`config.mk`:
```
export PLATFORM = sky130hd
export DESIGN_NAME = cia_div_step
export DESIGN_NICKNAME = d
export VERILOG_FILES = /design/src/cia_pkg.sv /design/src/cia_div_step.sv
export SDC_FILE = /design/constraint.sdc
export NUM_CORES = 1
export LEC_CHECK = 0
export BUFFER_PORTS_ARGS = -buffer_cell sky130_fd_sc_hd__clkbuf_2
export CORE_AREA = 3 3 210 212
export CTS_CLUSTER_SIZE = 25
export DETAILED_ROUTE_END_ITERATION = 16
export DIE_AREA = 0 0 213 215
export SYNTH_ARGS = -nofsm -noshare
export SYNTH_HDL_FRONTEND = slang
export SYNTH_SLANG_ARGS = --single-unit
```
`constraint.sdc`:
```
create_clock -name clk -period 6.22 [get_ports clk]
set_input_delay 0 -clock clk [delete_from_list [all_inputs] [get_ports clk]]
set_output_delay 0 -clock clk [all_outputs]
set_load 0.01 [all_outputs]
```
`src/cia_pkg.sv`:
```
`timescale 1ns / 1ps
// ----------------------------------------------------------------------------
// Checked integer ALU package
// Shared widths, operation and status codes, and the pipeline word type.
// ----------------------------------------------------------------------------
package cia_pkg;

  localparam int W        = 64;
  localparam int HW       = W / 2;
  localparam int DivSteps = W;
  localparam int MulSteps = 3;
  localparam int Latency  = 1 + MulSteps + DivSteps + 1;

  typedef enum logic [3:0] {
    OP_ADD = 4'd0,
    OP_SUB = 4'd1,
    OP_MUL = 4'd2,
    OP_DIV = 4'd3,
    OP_MOD = 4'd4,
    OP_LT  = 4'd5,
    OP_LE  = 4'd6,
    OP_GT  = 4'd7,
    OP_GE  = 4'd8,
    OP_EQ  = 4'd9,
    OP_NE  = 4'd10
  } op_t;

  typedef enum logic [1:0] {
    ST_OK       = 2'd0,
    ST_OVERFLOW = 2'd1,
    ST_DIVZERO  = 2'd2,
    ST_NARROW   = 2'd3
  } status_t;

  typedef struct packed {
    logic         valid;
    logic [3:0]   op;
    logic         mode32;
    logic         check;
    logic         sa;
    logic         sb;
    logic         bzero;
    logic         min_m1;
    logic [W-1:0] res;
    logic         ovf;
    logic [W-1:0] mb;
    logic [W-1:0] rem;
    logic [W-1:0] q;
  } item_t;

  function automatic logic [W-1:0] sext32(input logic [W-1:0] x);
    sext32 = {{(W - HW){x[HW-1]}}, x[HW-1:0]};
  endfunction

endpackage

```
`src/cia_div_step.sv`:
```
`timescale 1ns / 1ps
// ----------------------------------------------------------------------------
// Checked integer ALU divider step
// One restoring division step: one quotient bit per stage.
// ----------------------------------------------------------------------------
module cia_div_step (
  input  logic           clk,
  input  logic           rst_n,
  input  logic           en,
  input  cia_pkg::item_t stage_i,
  output cia_pkg::item_t stage_o
);
  import cia_pkg::*;

  item_t      stage_r, stage_nxt;
  logic [W:0] t, diff;
  logic       ge;

  always_comb begin
    t         = {stage_i.rem, stage_i.q[W-1]};
    diff      = t - {1'b0, stage_i.mb};
    ge        = (t >= {1'b0, stage_i.mb});
    stage_nxt = stage_i;
    stage_nxt.rem = ge ? diff[W-1:0] : t[W-1:0];
    stage_nxt.q   = {stage_i.q[W-2:0], ge};
  end

  always_ff @(posedge clk) begin
    if (!rst_n) begin
      stage_r.valid <= 1'b0;
    end else if (en) begin
      stage_r <= stage_nxt;
    end
  end

  assign stage_o = stage_r;

endmodule

```
Word level (Yosys, flattened, before mapping)
Index checks and enable logic that the tools add are counted.

$lt $le $gt $ge: 1. Reductions and logical operators: 1. Add/sub/neg operators: 1. Multiplexer cells: 1.

Operators by type and width (number): 65-bit by 64-bit >= comparator with 1-bit output (1); 64-bit 2-to-1 mux (1); 64-bit subtractor (1); 2-bit AND reduction (1).

Flip-flop bits (word level): 268. Output and inout bits: 268. Bits of input ports: 271.

Logic depth before layout (Yosys ltp)
Depth in word-level cells: 2. Gate-level depth with buffers: 15.

Least setup slack after synthesis
No wires, ideal clock.

Path type: input to register. Start point: input port en. End point: register stage_r (netlist bit stage_o[0]), enable pin. Setup slack: -0.471 ns. Arrival time: 6.031 ns. Path buffers: 0. Cell stages on the path: 1. Required time: 5.559 ns. Setup time: 0.661 ns. Path through: and2_1.

Longest elaborated chain between the ends: 1.

RTL lines: from (decl) (RTL line cia_div_step.sv:9) `input logic en,`; 2-bit AND reduction (no line); to (signal assigned) (RTL line cia_div_step.sv:32) `stage_r <= stage_nxt;`; to (decl) (RTL line cia_div_step.sv:15) `item_t stage_r, stage_nxt;`.

No other way between the ends. A chain may end at the register's enable or synchronous reset.

==> out/qor_table.md <==
| Item | Reported | Unit |
|---|---|---|
| H-Tree Level Count | 1 | - |
| Die Height | 215 | µm |
| Hold_buf cts | 268 | - |
| Leakage | 8.63 | nW |
| Most common flop cell mapped by yosys | sky130_fd_sc_hd__edfxtp_1 | - |
| Top layer in use | met5 | - |
| Via count | 11800 | - |
| Required time of the critical path | 6.57 | ns |
| Final antenna-violating net count | 0 | - |
| Number of buffers inserted to repair setup after CTS | 0 | - |
| Skew-Pair Late Insertion Delay | 0.59 | ns |
| Number of design-rule violations left by the first detailed-router iteration | 774 | - |
| P per Cell Area | 255 | mW/mm² |
| Area share of fa/ha/maj cells after synthesis | 6.32 | % |
| Worst slew margin | 36.1 | % |
| DP Wirelength | 40800 | µm |
| Synthesized area per cell | 12.1 | µm² |
| Logic gate share of total power | 21.3 | % |
| Number of max-slew violations in the final report | 0 | - |
| Total count of hold-check failures in the final report | 0 | - |
| Number of design rule violations left after detail routing | 0 | - |
| Startpoint type of the worst setup path | primary input | - |
| Timing-limited maximum frequency | 0.232 | GHz |
| Critical path capture point type | flip-flop | - |
| Routability-driven placement congestion ratio | 0.885 | - |
| Sink Count | 268 | - |
| Average wire per cell in the routed design | 21.8 | µm |
| Synthesis Warnings | 0 | - |
| Sw Pwr | 1.42 | mW |
| IO Port Bufs | 538 | - |
| Clock buffer depth | 3 | - |
| Internal power of the cells | 3.67 | mW |
| Via density per instance | 4.83 | - |
| Pre-antenna DRT Iters | 5 | - |
| Number of CTS-inserted buffers | 31 | - |
| Rows | 75 | - |
| Max Cap Viol | 0 | - |
| Count of mapped cells out of synthesis | 1070 | - |
| Classification of the worst-slack hold path | in2reg | - |
| Post-route core utilization | 47.2 | % |
| Clk network pwr share | 35.3 | % |
| Clock root cell | sky130_fd_sc_hd__clkbuf_16 | - |
| Register clock-pin slew on the reported worst setup and hold paths | 0.06 | ns |
| Met1 Routed Length | 21700 | µm |
| Fraction of layout instances using a drive strength above 1 | 31.6 | % |
| First-pass GRT wire length | 76500 | µm |
| Overall overflow remaining after global route | 0 | - |
| Dominant combinational cell family by area after synthesis | compound AO/OA/AOI/OAI gates | - |
| Synthesized cell area | 0.0130 | mm² |
| Synth Net Count | 1406 | - |
| Max reg flops | 268 | - |
| Clock Skews | 0 | ns |
| Area share of xor/xnor cells in the synthesized design | 3.71 | % |
| Die outline width | 213 | µm |
| Resized Gates After CTS | 0 | - |
| Register bit total from synthesis | 268 | - |
| Largest fanout of any net on the critical path | 39 | - |
| Proportion of total power due to net switching | 27.9 | % |
| Number of antenna violations at the first check in global routing | 9 | - |
| Top library cells by usage in the layout, fill and taps aside | 538 x sky130_fd_sc_hd__clkbuf_2, 268 x sky130_fd_sc_hd__dlygate4sd3_1, 267 x sky130_fd_sc_hd__edfxtp_1, 109 x sky130_fd_sc_hd__nand2_1, 89 x sky130_fd_sc_hd__inv_1 | - |
| Detailed-route wire length | 53300 | µm |
| Area overhead of the layout relative to synthesis | 53.3 | % |
| Number of distinct library cells after synthesis | 70 | - |
| Setup repair after global routing missed its margin | false | - |
| Sequential fraction of the synthesis area | 61.9 | % |
| Synth async-reset ratio | 0 | % |
| TritonCTS clock tree | done | - |
| Most common library cell in the layout ignoring fill and taps | sky130_fd_sc_hd__clkbuf_2 | - |
| Complex-gate fraction of the synthesized area | 14.2 | % |
| Final clock period utilization by the worst path | 69.4 | % |
| Maximum vdd ir drop | 169 | µV |
| Mux share of post-synthesis cell area | 0.501 | % |
| Number of top-level pins | 539 | - |
| Final setup TNS | 0 | ns |
| Critical path class | in2reg | - |
| Global-route usage over all layers | 22.2 | % |
| Outcome | complete, no violations | - |
| Final critical path time including I/O delays and setup | 4.31 | ns |
| Vias in the first global route | 12100 | - |
| Largest net degree at the start of global routing | 135 | - |
| Routed met2 length | 25400 | µm |
| Simple-gate area share of the yosys netlist | 9.36 | % |
| Die ar. | 0.0458 | mm² |
| Number of enable flip-flop cells after synthesis | 267 | - |
| Arrival time at the worst endpoint | 4.66 | ns |
| Amount of wire on met3 after detailed routing | 3760 | µm |
| Final setup violation count | 0 | - |
| Initial standard-cell utilization of the core | 30.8 | % |
| Slew @ Worst Pin | 0.958 | ns |
| Part of the total power dissipated in sequential elements | 43.4 | % |
| Area of the core region | 0.0421 | mm² |
| Number of nets at the end of the flow | 2208 | - |
-- cell usage after synthesis, types with 5 or more instances --
master	n	share of area, %
sky130_fd_sc_hd__inv_1	89	2.6
sky130_fd_sc_hd__and3_1	7	0.34
sky130_fd_sc_hd__ha_1	64	6.2
sky130_fd_sc_hd__and2_1	7	0.34
sky130_fd_sc_hd__o21ai_0	59	2.3
sky130_fd_sc_hd__edfxtp_1	267	62
sky130_fd_sc_hd__xor2_1	22	1.5
sky130_fd_sc_hd__nor2b_1	7	0.34
sky130_fd_sc_hd__nand3_1	15	0.58
sky130_fd_sc_hd__a21oi_1	80	3.1
sky130_fd_sc_hd__o21a_1	8	0.46
sky130_fd_sc_hd__nand4_1	28	1.3
sky130_fd_sc_hd__nand2b_1	8	0.39
sky130_fd_sc_hd__o211ai_1	9	0.52
sky130_fd_sc_hd__clkbuf_1	34	0.98
sky130_fd_sc_hd__a211o_1	5	0.34
sky130_fd_sc_hd__nor2_1	34	0.98
sky130_fd_sc_hd__a31oi_1	6	0.29
sky130_fd_sc_hd__o21ai_1	31	1.2
sky130_fd_sc_hd__nor3_1	14	0.54
sky130_fd_sc_hd__o21bai_1	17	0.98
sky130_fd_sc_hd__a21o_1	25	1.4
sky130_fd_sc_hd__xnor2_1	33	2.2
sky130_fd_sc_hd__nand2_1	109	3.2
-- power groups by stage --
| stage | registers [mW] | clock network [mW] | logic, mW |
|---|---|---|---|
| after floorplan | 2.32 | 0 | 0.446 |
| after global placement | 2.24 | 0 | 0.925 |
| after detailed placement | 2.24 | 0 | 0.929 |
| after CTS | 2.21 | 1.85 | 1.08 |
| after global routing | 2.22 | 1.91 | 1.17 |
| final | 2.21 | 1.79 | 1.08 |
-- kinds of logic (layout without fill, tap and decap cells) --
group	Yosys count	after routing
and+or+nand+nor	253	253
DFF	268	268
AOI/OAI and AO/OA	292	292
buffers and inverters	131	958
other	0	10
adders and majority gates	65	65
muxes	6	6
xor gates and xnor gates	55	55
-- stage by stage --
step / setup slack, ns / power, mW / cells / hold slack, ns / instance area [µm²]
after floorplan: 2.49 / 2.77 / 1070 / 0.0989 / 13000
after global placement: 1.89 / 3.17 / 2110 / 0.178 / 16200
after detailed placement: 1.82 / 3.17 / 2110 / 0.179 / 16200
after CTS: 1.93 / 5.14 / 2436 / 0.0837 / 19900
after global routing: 1.66 / 5.30 / 2443 / 0.118 / 19900
final: 1.91 / 5.08 / 2446 / 0.127 / 19900
-- worst max-delay path, cell delays in order --
cell                            delay (ns)
sky130_fd_sc_hd__dlygate4sd3_1        0.58
sky130_fd_sc_hd__clkbuf_2             0.16
sky130_fd_sc_hd__ha_1                 0.31
sky130_fd_sc_hd__nor2b_1              0.16
sky130_fd_sc_hd__o2111ai_1            0.15
sky130_fd_sc_hd__a311o_1              0.49
sky130_fd_sc_hd__a2111o_1             0.54
sky130_fd_sc_hd__a211oi_2             0.35
sky130_fd_sc_hd__o21ai_2              0.18
sky130_fd_sc_hd__o31a_2               0.56
sky130_fd_sc_hd__buf_4                0.34
sky130_fd_sc_hd__inv_2                0.46
sky130_fd_sc_hd__mux2_1               0.37
-- metal layers --
layer  vias to the layer above  track usage [%]
met4                         2             8.56
met1                      5671             27.2
met2                       458             37.8
met5                         -                0
met3                        96             5.25
li1                       5597                -
-- layout make-up --
type	instances	area [µm²]
inverter	90	338
sequential	268	8040
clock inverter	12	118
timing repair buffer	810	5420
clock buffer	46	862
tap	539	674
fill	3847	22200
multi-input combinational	671	4430
antenna	10	25.0
-- final timing paths --
path,cells past startpoint,slack (ns),endpoint,start
min,2,0.13,stage_o[14]$_DFFE_PP_,stage_i[13]
min reg2reg,3,1.07,stage_o[267]$_SDFFE_PN0P_,stage_o[267]$_SDFFE_PN0P_
max,13,1.91,stage_o[93]$_DFFE_PP_,stage_i[64]
max reg2reg,3,5.08,stage_o[267]$_SDFFE_PN0P_,stage_o[267]$_SDFFE_PN0P_
No activity file was read; power rests on OpenSTA's default activity.
