<file path="config.mk">
export PLATFORM = sky130hd
export DESIGN_NAME = cia_final
export DESIGN_NICKNAME = d
export VERILOG_FILES = /design/src/cia_pkg.sv /design/src/cia_final.sv
export SDC_FILE = /design/constraint.sdc
export NUM_CORES = 1
export LEC_CHECK = 0
export BUFFER_PORTS_ARGS = -buffer_cell sky130_fd_sc_hd__buf_2
export CORE_AREA = 4 4 128 130
export DETAILED_ROUTE_END_ITERATION = 16
export DIE_AREA = 0 0 132 134
export PLACE_DENSITY_LB_ADDON = 0.3
export SYNTH_ARGS = -nofsm -noshare
export SYNTH_HDL_FRONTEND = slang
export SYNTH_SLANG_ARGS = --single-unit
</file>
<file path="constraint.sdc">
create_clock -name clk -period 11.6 [get_ports clk]
set_input_delay 2.32 -clock clk [delete_from_list [all_inputs] [get_ports clk]]
set_output_delay 2.32 -clock clk [all_outputs]
set_load 0.01 [all_outputs]
</file>
<file path="src/cia_pkg.sv">
`timescale 1ns / 1ps
// ----------------------------------------------------------------------------
// Checked integer ALU package
// Shared widths, operation and status codes, and the pipeline word type.
// ----------------------------------------------------------------------------
package cia_pkg;

  localparam int W        = 64;
  localparam int HW       = W / 2;
  localparam int DivSteps = W;
  localparam int MulSteps = 3;
  localparam int Latency  = 1 + MulSteps + DivSteps + 1;

  typedef enum logic [3:0] {
    OP_ADD = 4'd0,
    OP_SUB = 4'd1,
    OP_MUL = 4'd2,
    OP_DIV = 4'd3,
    OP_MOD = 4'd4,
    OP_LT  = 4'd5,
    OP_LE  = 4'd6,
    OP_GT  = 4'd7,
    OP_GE  = 4'd8,
    OP_EQ  = 4'd9,
    OP_NE  = 4'd10
  } op_t;

  typedef enum logic [1:0] {
    ST_OK       = 2'd0,
    ST_OVERFLOW = 2'd1,
    ST_DIVZERO  = 2'd2,
    ST_NARROW   = 2'd3
  } status_t;

  typedef struct packed {
    logic         valid;
    logic [3:0]   op;
    logic         mode32;
    logic         check;
    logic         sa;
    logic         sb;
    logic         bzero;
    logic         min_m1;
    logic [W-1:0] res;
    logic         ovf;
    logic [W-1:0] mb;
    logic [W-1:0] rem;
    logic [W-1:0] q;
  } item_t;

  function automatic logic [W-1:0] sext32(input logic [W-1:0] x);
    sext32 = {{(W - HW){x[HW-1]}}, x[HW-1:0]};
  endfunction

endpackage

</file>
<file path="src/cia_final.sv">
`timescale 1ns / 1ps
// ----------------------------------------------------------------------------
// Checked integer ALU result stage
// Applies signs, range checks and status priority, and holds the result word.
// ----------------------------------------------------------------------------
module cia_final (
  input  logic                  clk,
  input  logic                  rst_n,
  input  logic                  en,
  input  cia_pkg::item_t        stage_i,
  output logic                  valid_o,
  output logic [cia_pkg::W-1:0] result_o,
  output logic [1:0]            status_o
);
  import cia_pkg::*;

  localparam logic [W-1:0] Lim = {1'b1, {(W - 1){1'b0}}};

  logic         valid_r;
  logic [W-1:0] result_r, result_nxt, mag, r;
  logic [1:0]   status_r, status_nxt;
  logic         neg, use_sign, ovf, arith, divop;

  always_comb begin
    mag      = stage_i.res;
    neg      = 1'b0;
    use_sign = 1'b0;
    ovf      = stage_i.ovf;
    case (stage_i.op)
      OP_MUL: begin
        use_sign = 1'b1;
        neg      = stage_i.sa ^ stage_i.sb;
      end
      OP_DIV: begin
        use_sign = 1'b1;
        mag      = stage_i.q;
        neg      = stage_i.sa ^ stage_i.sb;
        ovf      = 1'b0;
      end
      OP_MOD: begin
        use_sign = 1'b1;
        mag      = stage_i.rem;
        neg      = stage_i.sa;
        ovf      = stage_i.min_m1;
      end
      default: ;
    endcase
    r = mag;
    if (use_sign) begin
      r = neg ? (~mag + 1'b1) : mag;
      if (neg ? (mag > Lim) : (mag >= Lim)) begin
        ovf = 1'b1;
      end
    end
    arith      = (stage_i.op <= OP_MOD);
    divop      = (stage_i.op == OP_DIV) || (stage_i.op == OP_MOD);
    status_nxt = ST_OK;
    if (arith) begin
      if (divop && stage_i.bzero) begin
        status_nxt = ST_DIVZERO;
      end else if (ovf || (stage_i.mode32 && (sext32(r) != r))) begin
        status_nxt = ST_OVERFLOW;
      end else if (!stage_i.mode32 && stage_i.check && (sext32(r) != r)) begin
        status_nxt = ST_NARROW;
      end
    end
    result_nxt = (status_nxt == ST_OK) ? r : '0;
  end

  always_ff @(posedge clk) begin
    if (!rst_n) begin
      valid_r <= 1'b0;
    end else if (en) begin
      valid_r  <= stage_i.valid;
      result_r <= result_nxt;
      status_r <= status_nxt;
    end
  end

  assign valid_o  = valid_r;
  assign result_o = result_r;
  assign status_o = status_r;

endmodule

</file>
-- Word-level counts from Yosys, hierarchy flattened
Cells that the tools add are included.
- $add $sub $neg: 1
- $lt $le $gt $ge: 3
- eq/ne operators: 4
- mux-type cells: 13
- bitwise operators: 2
- reduce and logical (&&, ||, !) cells: 11
- operators by type and width (operator ; count):
    $mux 64 ; 2
    $pmux 64 s2 ; 1
    $add 64x1->64 const B ; 1
    $ge 64x64->1 const B ; 1
    $gt 64x64->1 const B ; 1
    $not 64->64 ; 1
    $ne 32x32->1 ; 1
    $eq 4x2->1 const B ; 2
    $mux 2 ; 4
    $eq 4x3->1 const B ; 1
    $le 4x3->1 const B ; 1
    $logic_and 1x1->1 ; 4
    $mux 1 ; 4
    $pmux 1 s2 ; 2
    $reduce_or 3->1 ; 1
    $logic_not 2->1 ; 1
    $logic_or 1x1->1 ; 2
    $reduce_and 2->1 ; 1
    $reduce_or 2->1 ; 1
    $logic_not 1->1 ; 1
    $xor 1x1->1 ; 1
- register bits after elaboration: 67
- bits of input ports: 271
- output and inout bits: 67
- word-level logic and storage cells: 37

-- Longest topological paths before layout
Gate-level depths: netlist of the first run.
- depth after elaboration: 13
- mapped depth: 24
- mapped depth without buffers: 13

-- Worst setup path before layout of the first run
OpenSTA, ideal clock, no wires.
- path type: input to register
- from: in stage_i[263] in the netlist's numbering
- to: reg result_r[1] (netlist: result_o[1]), data pin
- setup time: 0.158 ns
- arrival: 7.467 ns
- required time: 11.442 ns
- path slack: 3.975 ns
- stages on the path: 22
- buffers on the path: 9
- cell sequence: buf_2 and4bb_1 nor2_1 buf_2 buf_2 buf_1 buf_2 buf_1 clkbuf_1 buf_1 a21oi_1 ha_1 o2111ai_2 nor4_2 and4_1 nor3_1 nand3_1 or4_1 a222oi_1 a21oi_2 buf_6 a211oi_2
- longest elaborated chain between the ends: 13
- elaborated cells between the ends (all ways): 30
- classes of those cells: 1 x add/sub; 3 x order compare; 4 x eq/ne; 13 x mux; 1 x bitwise; 8 x reduce/logical
- RTL lines (what ; line ; source):
    from (decl) ; cia_final.sv:10 ; input cia_pkg::item_t stage_i,
    $eq 4x3->1 / $eq 4x2->1 (equally long branches) ; cia_final.sv:29, cia_final.sv:56 ;
    $pmux 64 s2 ; cia_final.sv:29 ; case (stage_i.op)
    $not 64->64 ; cia_final.sv:50 ; r = neg ? (~mag + 1'b1) : mag;
    $add 64x1->64 ; cia_final.sv:50 ;
    $mux 64 ; cia_final.sv:50 ;
    $mux 64 ; cia_final.sv:49 ; if (use_sign) begin
    $ne 32x32->1 ; cia_final.sv:61, cia_final.sv:63 ;
    $logic_and 1x1->1 (on tied branches) ; cia_final.sv:63, cia_final.sv:61 ;
    $mux 2 / $logic_or 1x1->1 (equally long branches) ; cia_final.sv:63, cia_final.sv:61 ;
    $mux 2 ; cia_final.sv:61 ; end else if (ovf || (stage_i.mode32 && (sext32(r) != r))) begin
    $mux 2 ; cia_final.sv:59 ; if (divop && stage_i.bzero) begin
    $mux 2 ; cia_final.sv:58 ; if (arith) begin
    $logic_not 2->1 ; cia_final.sv:67 ; result_nxt = (status_nxt == ST_OK) ? r : '0;
    to (signal assigned) ; cia_final.sv:75 ; result_r <= result_nxt;
    to (decl) ; cia_final.sv:20 ; logic [W-1:0] result_r, result_nxt, mag, r;
Several ways; a longest one is shown, not always the timed one.
A chain may end at the register's enable or synchronous reset.

-- Final worst setup path of the first run
- from: in stage_i[266] in the netlist's numbering
- to: reg result_r[53] (netlist: result_o[53]), data pin
The elaborated chain is that of the path after synthesis.

==> results.md, run 1 <==
- The run finished with clean final reports.
- Along the worst path, the maximum fanout reaches 64.
- Setup violations remaining at the end of the flow were counted as 0.
- After layout, the worst path uses 72.3% of the clock period.
- The synthesized instance count is 863.
- The largest buffer count on any clock path is 2.
- For the final database, setup skew stands at 0 ns.
- For this run, the post-layout net count is 1,365.
- Traced cell by cell, the critical path runs through buf_2, and4bb_1, nor2_4, buf_4, a211oi_1, nand4_1, nor2_1, a41oi_1, xnor2_1, nand3_1, or4_1, a222oi_1, a21oi_4, buf_4, a2111oi_2.
- After detailed routing, the number of vias per cell comes to 6.27.
- For this design the total switching power over the nets is 0.264 mW.
- The number of cells on the worst reg-to-reg path is 2.
- The sequential fraction of design power is 37.3%.
- The detail route stage leaves a number of antenna-violating nets equal to 0.
- The number of global-route vias before repair is 7,324.
- The combined global-route utilization of all metal layers is 31.0%.
- Power spread over the standard cell area amounts to 92.4 mW/mm^2.
- The post-DP HPWL is 22,900 um.
- The final number of hold-violating endpoints is 0.
- Yosys printed 0 warnings.
- Once placement finished, the instance area stood at 0.00841 sq mm.
- Pin placement for this block handled 338 I/O pins.
- The floorplan step defined a core boundary enclosing 0.0151 sq mm.
- Setup slack on the worst reg-to-reg path comes out at 11.01 ns.
- The minimum setup slack after placement is 3.01 ns.
- Headroom to the max-slew limit came out at 30.2%.
- Counting every net in the synthesized netlist gives 1,135.
- The cell family contributing the most delay on the critical path is simple AND/OR/NAND/NOR gates.
- The count of final max-slew check failures is 0.
- The share of flip-flops with an asynchronous set or reset after synthesis is 0%.
- The transition time of the tightest slew-check pin is 1.04 ns.
- The wire length per cell after detailed routing is 22.2 um.
- The power consumption is 0.803 mW.
- The routed design could run at a clock period as short as 8.38 ns.
- The DRC marker count from the first detailed-route iteration is 842.
- The leakage component of the power is 3.36 nW.
- The total die area is 0.0177 sq mm.
- The count of vias placed by the detailed router is 8,110.
- Each instance of the synthesized netlist takes up on average 8.10 sq um.
- The number of flops mapped to enable cells by yosys is 66.
- The post-route worst hold slack is 0.530 ns.
- The share of the core filled with cells is 57.4%.
- The termination of the worst setup path is result_o[53].
- The library cell appearing most often on the critical path is buf_4.
- The critical path crosses 15 cells after its start point.
- The clock-pin slew on the worst setup and hold paths is 0.05 ns.
- Yosys attributes the largest share of cell area to edfxtp_1, nor2_1, a21oi_1.
- The largest single stage delay on the critical path is 0.90 ns.
- The end of the worst register-to-register path is valid_o.
- The number of hold buffers added after CTS is 0.
- Sequential cells were found to cover 28.6% of the synthesized design area.
- The count of max-cap constraint violations is 0.
- The number of sinks handled by clock tree synthesis is 67.
- The total placed cells including tap cells is 1,270.
- Leaving out fill and tap cells, the most frequent cell in the layout is buf_2.
- The maximum level of the CTS H-tree is 3.
- The setup TNS is 0 ns.
- The classification of the worst setup path is in2reg.
- For this run, the top clock speed supported by timing is 119 MHz.
- In this run the biggest area consumer among cell types represents 28.4% of the synthesized area.
- The number of iterations in the first detailed-routing pass is 5.
- The total overflow reported by the global router is 0.
- The TritonCTS buffer count is 9.
- The tree is rooted in a clkbuf_16.
- The cell row count is 45.
- Measured along the y axis, the die boundary spans 134 um.
- Tracing the worst setup path back leads to its startpoint at stage_i[266].
- The weighted congestion at the end of routability-driven global placement is 0.956.
- In the layout the commonest cells are buf_2, nor2_1, a21oi_1, edfxtp_1, nor2b_1.
- Once the clock tree was built, the resizer swapped 0 gates to a different size.
- The required time of the critical path is 11.73 ns.
- The final non-filler cell total is 1,294.
- The critical path endpoint category is a flop.
- The worst path arrival time is 8.51 ns.
- TritonCTS built the clock tree.
- The layout overhead on the synthesized area is 24.4%.
- The clock latency reported for the late side of the worst-skew pair is 0.32 ns.
- After routing the design area is 0.00869 sq mm.
- The worst path meets setup with 3.22 ns of slack.
- The leading register cell type out of synthesis is edfxtp_1.
- Together, buffers and inverters on the worst path number 3.
- In this run the horizontal extent of the chip is 132 um.
- The cell area that synthesis handed to floorplanning was 0.00699 sq mm.
- The fraction of power consumed by the clock network is 29.2%.
- The path class of the tightest hold or removal check is reg2reg.
- The cell with the largest stage delay on the worst path is nor2_1.
- The count of unique library cells instantiated by Yosys is 77.
- Once the clock tree was built, the setup fixing pass inserted 0 buffers.
- The post-route netlist has 30.6% of its cells at a drive strength greater than 1.
- The initial antenna violation count is 9.
- The total of buffers placed on input and output ports is 273.
- After detailed routing, the total wire length is 28,700 um.
- The combinational cell fraction of total power is 33.5%.
- Setup repair after global routing left no endpoint under its margin.
- The initial utilization of the core area, before any placement, comes to 46.1%.
- The internal power component is 0.539 mW.
- The start of the worst register-to-register path is valid_o.
- The global-route wire length before repair is 42,800 um.
- The fraction of power spent switching nets is 32.9%.
- After detailed routing, the number of remaining DRC violations is 0.
- The launching element type of the critical path is a primary input.
- The worst ir drop on vdd is 81.6 uV.
- The largest net degree at the start of global routing is 67.
- The largest total area in the synthesized netlist belongs to edfxtp_1.
- The flip-flop and latch count after synthesis is 67.
[routing by layer]
layer | wire length (um) | up-vias | track usage [%]
met2 | 11800 | 486 | 44.2
met4 | 478 | 4 | 7.99
met1 | 12500 | 3772 | 45.5
li1 | - | 3815 | -
met5 | 14 | - | 0
met3 | 3930 | 33 | 9.49
[registers in the layout, summed over array words and instances, names as in the netlist]
register  count
valid_o       1
result_o     64
status_o      2
[synth_stat cells, drive strengths merged (3+ instances only)]
cell type	count
a2111oi	9
a211oi	11
a21o	11
a21oi	83
a22o	5
a22oi	13
a31oi	24
a32o	41
a41oi	11
and2	8
and3	7
buf	38
clkbuf	25
edfxtp	66
inv	8
nand2	43
nand2b	3
nand3	15
nand3b	3
nand4	17
nand4b	10
nand4bb	7
nor2	119
nor2b	50
nor3	50
nor4	14
nor4b	4
o2111ai	5
o211ai	4
o21ai	26
o22ai	4
o31ai	3
o41ai	3
or2	11
or3	10
or4	11
xnor2	31
xor2	30
[how the worst min path moves through the flow]
stage | from | endpoint | cells past startpoint
floorplan | valid_o | valid_o | 2
global placement | valid_o | valid_o | 2
detailed placement | valid_o | valid_o | 2
CTS | valid_o | valid_o | 2
global route | valid_o | valid_o | 2
finish | valid_o | valid_o | 2
[worst register-to-register path: stages, from the launching register on]
cell and delay, ns:
dfxtp_1 0.31, mux2i_1 0.12, nor2b_1 0.06
[power groups by stage]
stage / registers, mW / logic, mW / clock network, mW
floorplan: 0.316 / 0.146 / 0
global placement: 0.304 / 0.261 / 0
detailed placement: 0.304 / 0.262 / 0
CTS: 0.300 / 0.264 / 0.238
global route: 0.302 / 0.293 / 0.246
finish: 0.299 / 0.269 / 0.235
[final cells by class]
cell class              count  area (sq um)
diodes                      8          20.0
inverters                   8          30.0
fillers                  1472          6450
well taps                 188           235
flip-flops and latches     67          2000
repair buffers            282          1430
clock inverters             6          32.5
multi-input cells         725          4710
clock buffers              10           229
[logic make-up after synthesis]
family / synth area share (%)
buf+inv: 4.40
simple gates: 30.9
fa+ha+maj: 0.179
compound gates: 27.9
mux: 0.286
xor+xnor: 7.64
flops: 28.6
No activity file was read; power rests on OpenSTA's default activity.
==> run 2, diff against run 1 <==
--- a/config.mk
+++ b/config.mk
@@ -6,9 +6,9 @@
 export NUM_CORES = 1
 export LEC_CHECK = 0
 export BUFFER_PORTS_ARGS = -buffer_cell sky130_fd_sc_hd__buf_2
-export CORE_AREA = 4 4 128 130
+export CORE_AREA = 4 4 130 132
 export DETAILED_ROUTE_END_ITERATION = 16
-export DIE_AREA = 0 0 132 134
+export DIE_AREA = 0 0 134 136
 export PLACE_DENSITY_LB_ADDON = 0.3
 export SYNTH_ARGS = -nofsm -noshare
 export SYNTH_HDL_FRONTEND = slang
==> constraint.sdc (replaced) <==
create_clock -name clk -period 8.55 [get_ports clk]
set_input_delay 1.71 -clock clk [delete_from_list [all_inputs] [get_ports clk]]
set_output_delay 1.71 -clock clk [all_outputs]
set_load 0.01 [all_outputs]
==> results.md, run 2 (synthesis gave the netlist of run 1 again) <==
- Result of the run: finished clean (unchanged).
- The area occupied by registers is 0.00200 sq mm (unchanged).
- The count of final max-slew check failures is 0 (unchanged).
- The die height came to 136 um (was 134 um).
- The combined global-route utilization of all metal layers is 29.8% (was 31.0%).
- The power consumption is 1.09 mW (was 0.803 mW).
- The global-route wire length before repair is 42,100 um (was 42,800 um).
- The smallest clock period supported by the final layout is computed as 7.38 ns.
- The largest buffer count on any clock path is 2 (unchanged).
- The number of buffer and inverter instances along the worst setup path came to 3 (unchanged).
- The internal reg-to-reg setup slack was 7.97 ns (was 11.01 ns).
- The proportion of layout cells with a drive suffix above 1 came to 31.4% (was 30.6%).
- The worst min-delay path category is reg2reg (unchanged).
- The final routed wirelength across all metal layers is 28,400 um (was 28,700 um).
- The DRC marker count from the first detailed-route iteration is 994 (was 842).
- The placeable core area is 0.0157 sq mm (was 0.0151 sq mm).
- The largest incremental delay on the critical path is 0.71 ns (was 0.90 ns).
- The worst setup skew after layout is 0 ns (unchanged).
- The post-cts sizing count is 0 (unchanged).
- The flip-flop count of the largest register, all copies and words added came to 64 (unchanged).
- The setup TNS is 0 ns (unchanged).
- The largest net degree at the start of global routing came to 67 (unchanged).
- The initial antenna violation count is 7 (was 9).
- The classification of the worst setup path is in2reg (unchanged).
- The clock-pin slew on the worst setup and hold paths is 0.05 ns (about the same).
- The final design instance area without fill was 0.00882 sq mm (was 0.00869 sq mm).
- The instance area at placement was 0.00855 sq mm (was 0.00841 sq mm).
- The fraction of power consumed by the clock network is 29.2% (about the same).
- The highest fanout seen on the critical path is 43 (was 64).
- The area occupied by multi-input gates is 0.00471 sq mm (unchanged).
- The total net switching power is 0.358 mW (was 0.264 mW).
- The number of inserted filler cells in the final layout came to 1,533 (was 1,472).
- The number of sinks handled by clock tree synthesis came to 67 (unchanged).
- The internal power component is 0.736 mW (was 0.539 mW).
- The number of hold buffers added after CTS is 0 (unchanged).
- Setup repair after global routing missed its margin: false (unchanged).
- The launch point of the critical path is stage_i[266] (unchanged).
- The number of nets in the layout is 1,377 (was 1,365).
- The cell row count is 46 (was 45).
- The start of the worst register-to-register path is valid_o (unchanged).
- The total overflow reported by the global router is 0 (unchanged).
- The wire length per cell after detailed routing is 21.3 um (was 22.2 um).
- The transition time of the tightest slew-check pin is 0.974 ns (was 1.04 ns).
- The chip width was 134 um (was 132 um).
- The worst ir drop on vdd was 103 uV (was 81.6 uV).
- The TritonCTS buffer count was 9 (unchanged).
- The total die area was 0.0182 sq mm (was 0.0177 sq mm).
- The sequential fraction of design power is 37.1% (was 37.3%).
- The CTS tree is built (unchanged).
- The fraction of power spent switching nets was 32.7% (was 32.9%).
- The relative slew slack came to 33.4% (was 30.2%).
- The clock latency reported for the late side of the worst-skew pair is 0.32 ns (about the same).
- The power density of the placed cells came to 124 mW/mm^2 (was 92.4 mW/mm^2).
- The post-DP HPWL is 22,800 um (was 22,900 um).
- Most frequent cells in the layout: buf_2, nor2_1, a21oi_1, edfxtp_1, nor2b_1 (unchanged).
- The launching element type of the critical path is a primary input (unchanged).
- The cell with the largest stage delay on the worst path is a222oi_1 (was nor2_1).
- After layout, the worst path uses 86.3% of the clock period.
- The count of max-cap constraint violations came to 0 (unchanged).
- The final number of hold-violating endpoints is 0 (unchanged).
- The leakage component of the power came to 3.43 nW (was 3.36 nW).
- The remaining number of nets flagged by the antenna check after routing is 0 (unchanged).
- The combinational cell fraction of total power is 33.7% (was 33.5%).
- The maximum level of the CTS H-tree was 3 (unchanged).
- The layout overhead on the synthesized area is 26.2% (was 24.4%).
- The worst path arrival time is 7.55 ns (was 8.51 ns).
- Static timing analysis puts the maximum clock frequency at 135 MHz.
- Critical path cell sequence: buf_2, inv_2, a32o_1, a2111oi_2, nand4b_2, nor4_4, a41oi_1, xor2_1, nand4_1, or2_2, a222oi_1, a21oi_4, buf_4, nor2b_1 (was buf_2, and4bb_1, nor2_4, buf_4, a211oi_1, nand4_1, nor2_1, a41oi_1, xnor2_1, nand3_1, or4_1, a222oi_1, a21oi_4, buf_4, a2111oi_2).
- The top-level port count is 338 (unchanged).
- The worst min-delay path startpoint is valid_o (unchanged).
- The number of setup buffers added after CTS was 0 (unchanged).
- The cell family with the largest share of critical-path delay is compound AO/OA/AOI/OAI gates (was simple AND/OR/NAND/NOR gates).
- The count of vias placed by the detailed router is 8,189 (was 8,110).
- The critical path endpoint category was a flop (unchanged).
- The vias per cell was 6.15 (was 6.27).
- The most common library cell in the layout ignoring fill and taps is buf_2 (unchanged).
- The number of global-route vias before repair was 7,264 (was 7,324).
- The required time of the critical path is 8.72 ns (was 11.73 ns).
- The starting density of the core is 44.5% (was 46.1%).
- The final number of setup-violating endpoints was 0 (unchanged).
- The DRC violation count after routing is 0 (unchanged).
- The total of buffers placed on input and output ports is 273 (unchanged).
- The weighted congestion at the end of routability-driven global placement is 0.991 (was 0.956).
- The number of iterations in the first detailed-routing pass came to 6 (was 5).
- The root buffer cell is clkbuf_16 (unchanged).
-- run 2: final timing paths --
| path | to | cells after the start |
|---|---|---|
| min | valid_o | 2 |
| max | result_o[48] | 14 |
| min reg2reg | valid_o | 2 |
| max reg2reg | valid_o | 2 |
-- run 2: power by group through the flow --
stage	clock network [mW]	logic, mW	registers (mW)
after floorplan	0	0.198	0.428
after global placement	0	0.357	0.412
after detailed placement	0	0.360	0.413
after CTS	0.325	0.361	0.406
after global routing	0.340	0.400	0.408
final	0.320	0.369	0.406
-- run 2: per-layer routing --
layer,vias up,part of all wire [%],GRT usage (%)
met1,3782,44,44.4
met5,-,0.071,0
met3,52,12,7.51
met2,523,41,42.4
met4,4,2.3,8.74
li1,3828,-,-
-- run 2: worst register-to-register path: cells and delay by family, from the launching register on --
| family | cells | cell delay (ns) |
|---|---|---|
| DFF | 1 | 0.30 |
| muxes | 1 | 0.11 |
| and+or+nand+nor | 1 | 0.06 |
-- run 2: final cells by class --
| cell class | count | share of cell area (%) |
|---|---|---|
| multi-input combinational | 725 | 53.4 |
| timing repair buffer | 294 | 17.4 |
| inverter | 8 | 0.341 |
| clock buffer | 12 | 2.68 |
| antenna | 5 | 0.142 |
| sequential | 67 | 22.7 |
| clock inverter | 4 | 0.227 |
| tap | 216 | 3.07 |
-- run 2: through the flow --
step,setup WS (ns),hold slack [ns],cells,utilization (%)
floorplan,1.53,0.538,863,-
global placement,0.976,0.496,1310,54.4
detailed placement,0.937,0.504,1310,54.4
CTS,1.25,0.520,1326,56.0
global route,0.816,0.570,1328,56.1
finish,1.17,0.512,1331,56.1
